==> src/design/msc_pkg.sv <==
// Shared types and constants of the MSI snooping cache controller.
// Used by the channel interfaces, the controller, the datapath and the top level.
package msc_pkg;

   localparam int ADDR_W = 32;
   localparam int CFG_W = 4;
   localparam int MODE_W = 2;
   localparam int BUSCMD_W = 3;
   localparam int LSTATE_W = 2;
   localparam int LINE_VAL_W = 15;

   localparam logic [CFG_W-1:0] INDEX_BITS_RESET = 4'd3;

   localparam logic [MODE_W-1:0] MODE_CPU = 2'd0;
   localparam logic [MODE_W-1:0] MODE_SNOOP = 2'd1;
   localparam logic [MODE_W-1:0] MODE_DATA = 2'd2;

   localparam logic [BUSCMD_W-1:0] BUS_REQ_SH = 3'd0;
   localparam logic [BUSCMD_W-1:0] BUS_REQ_EX = 3'd1;
   localparam logic [BUSCMD_W-1:0] BUS_REPLY = 3'd2;
   localparam logic [BUSCMD_W-1:0] BUS_WRMEM = 3'd3;
   localparam logic [BUSCMD_W-1:0] BUS_INV = 3'd4;

   localparam logic [BUSCMD_W-1:0] ISSUE_NONE = 3'd0;
   localparam logic [BUSCMD_W-1:0] ISSUE_REQ_SH = 3'd1;
   localparam logic [BUSCMD_W-1:0] ISSUE_REQ_EX = 3'd2;
   localparam logic [BUSCMD_W-1:0] ISSUE_WRMEM = 3'd3;
   localparam logic [BUSCMD_W-1:0] ISSUE_INV = 3'd4;

   localparam logic [LSTATE_W-1:0] LINE_I = 2'd0;
   localparam logic [LSTATE_W-1:0] LINE_S = 2'd1;
   localparam logic [LSTATE_W-1:0] LINE_M = 2'd2;

   typedef enum logic [1:0] {
      ST_CLEAR,
      ST_IDLE,
      ST_READ,
      ST_LOOKUP
   } msc_state_type;

   typedef struct packed {
      logic clear_en;
      logic load_req;
      logic commit;
   } msc_cmd_type;

   typedef struct packed {
      logic clear_last;
   } msc_status_type;

endpackage

==> src/design/msc_ctrl.sv <==
// Sequencing state machine of the cache controller: clear pass, request intake,
// tag lookup and response hand-off. Depends on msc_pkg.
module msc_ctrl (
   input  logic clock,
   input  logic reset,
   input  logic req_valid,
   output logic req_ready,
   output logic rsp_valid,
   input  logic rsp_ready,
   output msc_pkg::msc_cmd_type cmd,
   input  msc_pkg::msc_status_type status
);
   import msc_pkg::*;

   msc_state_type state_ff, state_in;
   logic rsp_valid_ff, rsp_valid_in;

   always_ff @(posedge clock) begin
      if (reset) begin
         state_ff <= ST_CLEAR;
         rsp_valid_ff <= 1'b0;
      end else begin
         state_ff <= state_in;
         rsp_valid_ff <= rsp_valid_in;
      end
   end

   always_comb begin
      state_in = state_ff;
      cmd = '0;
      req_ready = 1'b0;
      rsp_valid_in = rsp_valid_ff && !rsp_ready;
      case (state_ff)
         ST_CLEAR: begin
            cmd.clear_en = 1'b1;
            if (status.clear_last) begin
               state_in = ST_IDLE;
            end
         end
         ST_IDLE: begin
            req_ready = 1'b1;
            if (req_valid) begin
               cmd.load_req = 1'b1;
               state_in = ST_READ;
            end
         end
         ST_READ: begin
            state_in = ST_LOOKUP;
         end
         ST_LOOKUP: begin
            if (!rsp_valid_ff || rsp_ready) begin
               cmd.commit = 1'b1;
               rsp_valid_in = 1'b1;
               state_in = ST_IDLE;
            end
         end
         default: begin
            state_in = ST_CLEAR;
         end
      endcase
   end

   assign rsp_valid = rsp_valid_ff;
endmodule

==> config.mk <==
export PLATFORM = sky130hd
export DESIGN_NAME = msc_ctrl
export DESIGN_NICKNAME = d
export VERILOG_FILES = /design/src/design/msc_pkg.sv /design/src/design/msc_ctrl.sv
export SDC_FILE = /design/constraint.sdc
export NUM_CORES = 1
export LEC_CHECK = 0
export ABC_AREA = 1
export BUFFER_PORTS_ARGS = -buffer_cell sky130_fd_sc_hd__buf_2
export CORE_AREA = 2 2 39 41
export CTS_BUF_LIST = sky130_fd_sc_hd__clkbuf_16
export DETAILED_ROUTE_END_ITERATION = 7
export DIE_AREA = 0 0 41 43
export GPL_TIMING_DRIVEN = 0
export HOLD_SLACK_MARGIN = 0.06
export SLEW_MARGIN = 20
export SYNTH_ARGS = -nofsm -noshare
export SYNTH_HDL_FRONTEND = slang
export SYNTH_SLANG_ARGS = --single-unit
==> constraint.sdc <==
create_clock -name clock -period 1.9 [get_ports clock]
set_input_delay 0.19 -clock clock [delete_from_list [all_inputs] [get_ports clock]]
set_output_delay 0.19 -clock clock [all_outputs]
set_load 0.1 [all_outputs]
# == Word-level counts from Yosys, hierarchy flattened ==
# Index checks and enable logic that the tools add are counted.
# classes
bitwise,0
div,0
reduce_logical,6
n_lt_le_gt_ge,0
n_shift,0
addsub,0
n_mul,0
eq_ne,6
n_mux,12
# op_table
op,count
$mux 1,8
$pmux 2 s4,1
$mux 2,3
$ne 2x2->1 const B,3
$eq 2x2->1 const B,2
$reduce_and 3->1,1
$eq 2x1->1 const B,1
$logic_not 1->1,2
$logic_not 2->1,1
$logic_and 1x1->1,1
$logic_or 1x1->1,1
# totals
rom_bits,0
n_memories,0
reg_bits,3
mem_bits_rw,0
latch_bits,0

# == Logic depth before layout (Yosys ltp) ==
# Gate-level depths: netlist of run 1.
# depth
depth_word,4
depth_mapped,7
depth_no_buf,7

# == Worst setup path after synthesis of run 1 ==
# No wires, ideal clock.
# synth_path
path_kind,reg2out
start,"reg rsp_valid_ff, in the netlist rsp_valid"
end,out cmd[0] in the netlist's numbering
arrival_ns,2.294
setup_slack_ns,-0.584
stages_incl_launch_ff,2
cell_sequence,dfxtp_1 a21oi_1
# synth_lines
element,line_no,text
start: declaration,msc_ctrl.sv:16,"logic rsp_valid_ff, rsp_valid_in;"
start signal: assignment,msc_ctrl.sv:24,rsp_valid_ff <= rsp_valid_in;
end: declaration,msc_ctrl.sv:10,"output msc_pkg::msc_cmd_type cmd,"

==> reports/summary.txt, run 1 <==
status: finished clean
critical path type: reg -> out
Residual DRC: 0
grt ovf: 0
crit start category: register
Core Footprint: 1380 um^2
H-tree levels: 1
Detailed Place HPWL: 343 um
Reg clk slew, reported paths: 0.03 ns
Initial Util: 0.166
largest net degree at the start of global routing: 6
Synth Area in XOR/XNOR: 0
clock buffer depth: 2
Max Freq: 0.633 GHz
HP Class: in -> reg
detailed-route via count: 233
DRT antenna net count: 0
GR Layer Usage met1: 0.0481
# setup viols final: 0
Relative slew margins: 0.678
mux contribution to synthesized area: 0
synthesized area: 230 um^2
most common cell after layout, fill and taps aside: inv_1
gr usage total: 0.0692
port bufs: 9
Syn Inst Count: 34
post-synthesis simple-gate area fraction: 0.315
Synth warnings: 0
vias in the first global route: 251
Slew Viols, Final: 0
largest family of logic cells by synthesized area: simple AND/OR/NAND/NOR gates
worst skew pair latency: 0.22 ns
die height: 43 um
Routed WL: 434 um
final clock period utilization by the worst path: 0.831
hold bufs inserted after CTS: 0
GPL Wtd Cong: 0.694
Worst EP arrival: 1.39 ns
GRT busiest layer: met2
Worst Clk Skew: 0.00139 ns
met2 usage in global routing: 0.122
sequential area share after synthesis: 0.261
Antenna diodes: 0
Tightest Pin Transition: 0.486 ns
Post-CTS Setup Bufs: 0
placement row count: 14
layout cells sized above 1: 0.383
max-cap violation count: 0
peak fanout along the critical path: 5
compound-cell area share of the yosys netlist: 0.0435
Mapped Nets: 43
Fillers: 147
Adder-Cell Fraction of Synth Area: 0.217
root buf cell: clkbuf_16
First-pass DRT Iterations: 2
CP Capture Type: primary output
area growth from synthesis to layout: 65.2%
TritonCTS clock tree: yes
met3 Use GR: 0.0471
final worst path period need: 1.58 ns
final hold violations: 0
post-synth cell types: 10
Synth Register Bits: 3
Die ar.: 1760 um^2
cts repair resizes: 0
CTS Buf Count: 3
worst endpoint required time: 1.71 ns
initial antenna violation count: 0
clock sinks: 3
chip width: 41 um
setup_tns: 0 ns
commonest non-fill, non-tap cells in the layout: 11 x inv_1, 9 x buf_2, 4 x nand2_1, 4 x nor2_1
Iter 0 DRT Violations: 1
# IOs: 10
vias per cell: 3.70
first-pass GRT wire length: 779 um
RSZ-0062 raised after global routing: false
Routed WL per cell: 6.89 um
NumNets Final: 57
syn avg cell area: 6.77 um^2
synth_stat cells (all sizes together):
cell   instances  area (um^2)
dfxtp          3         60.1
nand3          1         5.00
nor2           5         21.3
nand4          2         12.5
a21oi          2         10.0
nand2          7         33.8
ha             4         50.1
inv           10         37.5
worst max-delay path: stages, from the launching register on:
cell	delay [ns]
dfxtp_1	0.39
ha_1	0.20
inv_1	0.06
a21oi_2	0.09
buf_2	0.43
state kept, by name, indices dropped and copies added (netlist names):
register   count
state_ff       2
rsp_valid      1
kinds of logic after synthesis:
logic type / Yosys count
compound gates: 2
flops: 3
fa+ha+maj: 4
buf+inv: 10
simple gates: 15
per-stage QoR:
| step | cells | utilization | setup WS (ns) | hold slack (ns) | cell area (um^2) |
|---|---|---|---|---|---|
| 6_report | 63 | 0.275 | 0.321 | 0.142 | 380 |
| 5_1_grt | 63 | 0.275 | 0.244 | 0.150 | 380 |
| 4_1_cts | 63 | 0.275 | 0.317 | 0.143 | 380 |
| 3_5_place_dp | 59 | 0.218 | 0.546 | 0.367 | 302 |
| 3_3_place_gp | 59 | 0.218 | 0.559 | 0.368 | 302 |
| 2_1_floorplan | 34 | - | 0.0306 | 0.259 | 236 |
cell type report:
cell class              count  area, um^2  share of cell area
inverters                  10        37.5              0.0987
flip-flops and latches      3        60.1               0.158
clock buffers               3        75.1               0.197
repair buffers              9        45.0               0.118
well taps                  16        20.0              0.0526
multi-input cells          21         139               0.365
clock inverters             1        3.75             0.00987
final timing paths:
kind | start | endpoint | slack (ns) | depth (start not counted)
min reg2reg | rsp_valid | rsp_valid | 0.52 | 2
max | state_ff[0] | cmd[0] | 0.32 | 4
max reg2reg | state_ff[0] | state_ff[1] | 0.76 | 7
min | reset | rsp_valid | 0.14 | 2
routing by layer:
metal | part of all wire | vias up
met2 | 0.65 | 0
met5 | 0 | -
li1 | - | 128
met4 | 0 | 0
met3 | 0 | 0
met1 | 0.35 | 105
Power of run 1 is not shown: default switching activity piles up to over one toggle a cycle in this logic, so the estimate is an artifact.
==> run 2: changes to the inputs <==
ABC_AREA = 0   (was 1)
clock period = 1.35 ns   (was 1.9 ns; I/O delays follow)
==> reports/summary.txt, run 2 <==
commonest non-fill, non-tap cells in the layout: 6 x buf_2, 4 x nor2_1, 4 x buf_4
TritonCTS clock tree: yes
Max Freq: 0.682 GHz
clock buffer depth: 2 (unchanged)
Relative slew margins: 0.680 (+0.00173)
Worst EP arrival: 1.57 ns (+0.18 ns)
RSZ-0062 raised after global routing: true
mux contribution to synthesized area: 0.100 (+0.100)
most common cell after layout, fill and taps aside: buf_2
max-cap violation count: 0 (unchanged)
DRT antenna net count: 0 (unchanged)
Worst Clk Skew: 0.00216 ns (+0.000773 ns)
vias per cell: 3.78 (+2.3%)
First-pass DRT Iterations: 5 (+3)
worst skew pair latency: 0.22 ns (about the same)
Slew Viols, Final: 0 (unchanged)
largest net degree at the start of global routing: 6 (unchanged)
crit start category: register
Syn Inst Count: 23 (-32%)
Iter 0 DRT Violations: 2 (+1)
# IOs: 10 (unchanged)
die height: 43 um (unchanged)
Tightest Pin Transition: 0.483 ns (-0.00262 ns)
status: finished with violations
worst endpoint required time: 1.45 ns (-0.26 ns)
final worst path period need: 1.47 ns
sequential area share after synthesis: 0.282 (+0.0215)
Residual DRC: 0 (unchanged)
Detailed Place HPWL: 330 um (-4.0%)
Routed WL: 475 um (+9.4%)
Initial Util: 0.154 (-0.0127)
syn avg cell area: 9.25 um^2 (+37%)
Synth warnings: 0 (unchanged)
port bufs: 9 (unchanged)
Synth Register Bits: 3 (unchanged)
HP Class: in -> reg
Die ar.: 1760 um^2 (unchanged)
clock sinks: 3 (unchanged)
Finished Layout Cells: 55 (-13%)
H-tree levels: 1 (unchanged)
area growth from synthesis to layout: 104%
largest family of logic cells by synthesized area: simple AND/OR/NAND/NOR gates
chip width: 41 um (unchanged)
vias in the first global route: 204 (-19%)
largest cells by area after synthesis: dfxtp_1 28%, ha_1 24%, inv_1 7.1%
root buf cell: clkbuf_16
post-synth cell types: 11 (+1)
largest area contributor in the netlist: dfxtp_1
post-synthesis simple-gate area fraction: 0.265 (-0.0505)
grt ovf: 0 (unchanged)
gr usage total: 0.0691 (-0.0000693)
failing checks: negative setup slack
Reg clk slew, reported paths: 0.03 ns (about the same)
Mapped Nets: 32 (-26%)
top post-synthesis cells by count: 4 x ha_1, 4 x inv_1, 4 x nor2_1
Synth Area in XOR/XNOR: 0 (unchanged)
max reg flops: 2 (unchanged)
pre-CTS WS: -0.207 ns (-0.753 ns)
placement row count: 14 (unchanged)
NumNets Final: 49 (-14%)
Synth top area share: 0.282 (+0.0215)
Post-synth EDFFs: 0 (unchanged)
final worst slack: -0.117 ns (-0.438 ns)
detailed-route via count: 208 (-11%)
# setup viols final: 2 (+2)
peak fanout along the critical path: 4 (-1)
final clock period utilization by the worst path: 1.09
initial antenna violation count: 0 (unchanged)
first-pass GRT wire length: 710 um (-8.9%)
Antenna diodes: 0 (unchanged)
layout cells sized above 1: 0.667 (+0.284)
Routed WL per cell: 8.64 um (+25%)
Fillers: 152 (+3.4%)
Placed Instances: 48 (-19%)
GPL Wtd Cong: 0.583 (-16%)
Reg with most FFs: state_ff
Adder-Cell Fraction of Synth Area: 0.235 (+0.0179)
Hold Path Stages: 2 (unchanged)
ys flop type: dfxtp_1
synthesized area: 213 um^2 (-7.6%)
compound-cell area share of the yosys netlist: 0.0471 (+0.00358)
Async SR Flop Fraction: 0 (unchanged)
final hold violations: 0 (unchanged)
Core Footprint: 1380 um^2 (unchanged)
CTS Buf Count: 3 (unchanged)
worst r2r path cells: 5 (-2)
CP Capture Type: register
critical path type: reg -> reg
## run 2: cell count changes after synthesis, sizes merged, moves of 2 or more
cell	change
nand2	-7
inv	-6
nand4	-2
nand2b	+2
a21oi	-2
## run 2: metrics by stage
stage	hold WS, ns	setup TNS [ns]	cell area (um^2)	util
after floorplan	0.200	-0.480	245	-
after global placement	0.350	-0.200	310	0.224
after detailed placement	0.358	-0.225	310	0.224
after CTS	0.119	-0.168	415	0.300
after global routing	0.150	-0.279	434	0.314
final	0.124	-0.161	434	0.314
## run 2: routing by layer
metal / share of wire / global-route usage / vias to the layer above
li1: - / - / 103
met1: 0.35 / 0.0511 / 92
met2: 0.49 / 0.100 / 11
met3: 0.12 / 0.0471 / 2
met4: 0.036 / 0.0800 / 0
met5: 0 / 0 / -
## run 2: final cells by class
class | instances | area (um^2) | area share
timing repair buffer | 12 | 78.8 | 0.182
inverter | 4 | 20.0 | 0.0461
clock buffer | 3 | 75.1 | 0.173
tap | 16 | 20.0 | 0.0461
multi-input combinational | 16 | 168 | 0.386
sequential | 3 | 68.8 | 0.159
clock inverter | 1 | 3.75 | 0.00865
## run 2: worst max-delay path, stage by stage (launching register included)
cell and delay (ns):
dfxtp_4 0.37, inv_4 0.04, ha_4 0.14, a222oi_1 0.32, buf_4 0.18, mux2_4 0.29
## run 2: final timing paths
kind | start | to | slack [ns]
setup / recovery | state_ff[0] | state_ff[0] | -0.12
hold / removal | reset | rsp_valid | 0.12
setup reg to reg | state_ff[0] | state_ff[0] | -0.12
hold reg to reg | rsp_valid | rsp_valid | 0.59
## run 2: timing repair
action                                  in CTS  in global routing
gates resized for setup                      4                  4
pin swaps                                    1                  1
endpoints found under the setup margin       4                  5
setup buffers                                2                  1
hold buffers                                 0                  0
hold endpoints to repair                     0                  0
gates cloned                                 0                  0
## run 2: cell families after synthesis
kind of cell | count (synthesis)
AO/OA/AOI/OAI | 1
multiplexers | 2
flip-flops | 3
adder cells (fa/ha/maj) | 4
AND/OR/NAND/NOR | 9
buffers and inverters | 4
Power of run 2 is left out for the same reason.
==> run 3: changes to the inputs <==
BUFFER_PORTS_ARGS = -buffer_cell sky130_fd_sc_hd__buf_4   (was -buffer_cell sky130_fd_sc_hd__buf_2)
==> reports/summary.txt, run 3 (same netlist as run 2, synthesis figures left out) <==
final worst path period need: 1.48 ns (+0.0158 ns)
max reg flops: 2 (unchanged)
worst skew pair latency: 0.22 ns (about the same)
Relative slew margins: 0.711 (+0.0304)
failing checks: negative setup slack
worst endpoint required time: 1.45 ns (about the same)
H-tree levels: 1 (unchanged)
clock buffer depth: 2 (unchanged)
vias per cell: 3.68 (-2.7%)
vias in the first global route: 182 (-11%)
layout cells sized above 1: 0.622 (-0.0450)
initial antenna violation count: 0 (unchanged)
Tightest Pin Transition: 0.434 ns (-0.0489 ns)
# setup viols final: 2 (unchanged)
final hold violations: 0 (unchanged)
root buf cell: clkbuf_16
Detailed Place HPWL: 321 um (-2.6%)
first-pass GRT wire length: 641 um (-9.7%)
commonest non-fill, non-tap cells in the layout: 9 x buf_4, 4 x nor2_1, 3 x inv_1, 3 x clkbuf_16
Core Footprint: 1380 um^2 (unchanged)
Antenna diodes: 0 (unchanged)
Slew Viols, Final: 0 (unchanged)
most common cell after layout, fill and taps aside: buf_4
status: finished with violations
crit start category: register
GPL Wtd Cong: 0.645 (+11%)
detailed-route via count: 195 (-6.3%)
Fillers: 145 (-4.6%)
Residual DRC: 0 (unchanged)
Routed WL per cell: 7.72 um (-11%)
CP Capture Type: register
grt ovf: 0 (unchanged)
Die ar.: 1760 um^2 (unchanged)
RSZ-0062 raised after global routing: true
DRT antenna net count: 0 (unchanged)
final clock period utilization by the worst path: 1.10 (+0.0117)
critical path type: reg -> reg
# IOs: 10 (unchanged)
NumNets Final: 47 (-4.1%)
port bufs: 9 (unchanged)
gr usage total: 0.0591 (-0.0100)
final instance area: 430 um^2 (-0.86%)
Worst EP arrival: 1.58 ns (about the same)
Reg clk slew, reported paths: 0.03 ns (about the same)
peak fanout along the critical path: 4 (unchanged)
Worst Clk Skew: 0.00254 ns (+0.000374 ns)
dpl cell area: 333 um^2 (+7.3%)
max-cap violation count: 0 (unchanged)
placement row count: 14 (unchanged)
Reg with most FFs: state_ff
CP top delay family: compound AO/OA/AOI/OAI gates
clock sinks: 3 (unchanged)
Routed WL: 409 um (-14%)
HP Class: in -> reg
worst path buffer plus inverter count: 1 (-1)
area growth from synthesis to layout: 102%
Iter 0 DRT Violations: 3 (+1)
largest net degree at the start of global routing: 6 (unchanged)
Initial Util: 0.154 (unchanged)
CP max stage cell: a222oi_1
final worst slack: -0.133 ns (-0.0158 ns)
TritonCTS clock tree: yes
die height: 43 um (unchanged)
chip width: 41 um (unchanged)
Max Freq: 0.674 GHz (-1.1%)
slowest stage delay, CP: 0.43 ns (+0.06 ns)
CTS Buf Count: 3 (unchanged)
CP cell instances: inv_4 -> ha_4 -> a222oi_1 -> mux2_1
First-pass DRT Iterations: 4 (-1)
run 3: final timing paths:
path                                   from          end  slack [ns]  cells after the start
worst min-delay path                  reset    rsp_valid        0.11                      2
worst max register to register  state_ff[0]  state_ff[0]       -0.13                      4
worst max-delay path            state_ff[0]  state_ff[0]       -0.13                      4
worst min register to register  state_ff[1]  state_ff[1]        0.52                      2
run 3: final cells by class:
type                            instances  area, um^2  area share
Clock buffer                            3        75.1       0.174
Clock inverter                          1        3.75     0.00872
Inverter                                4        20.0      0.0465
Multi-Input combinational cell         16         164       0.381
Sequential cell                         3        68.8       0.160
Tap cell                               16        20.0      0.0465
Timing Repair Buffer                   10        78.8       0.183
run 3: timing repair:
action                     4_1_cts  5_1_grt
setup buffers                    1        0
pin swaps                        1        0
resized for setup                4        0
hold buffers                     0        0
setup endpoints to repair        2        2
run 3: through the flow:
step                setup TNS (ns)  setup WS [ns]  hold slack (ns)  std cells  utilization
global route                -0.362         -0.181            0.124         53        0.311
finish                      -0.225         -0.133            0.113         53        0.311
CTS                         -0.201         -0.119            0.119         53        0.311
global placement            -0.200         -0.192            0.328         48        0.241
detailed placement          -0.220         -0.191            0.340         48        0.241
floorplan                   -0.480         -0.258            0.200         23            -
run 3: routing by layer:
| layer | part of all wire | track usage | wire (um) |
|---|---|---|---|
| met1 | 0.43 | 0.0479 | 177 |
| met2 | 0.47 | 0.0906 | 191 |
| met3 | 0.098 | 0.0471 | 40 |
| met4 | 0 | 0.0400 | 0 |
| met5 | 0 | 0 | 0 |
Power of run 3 is left out for the same reason.
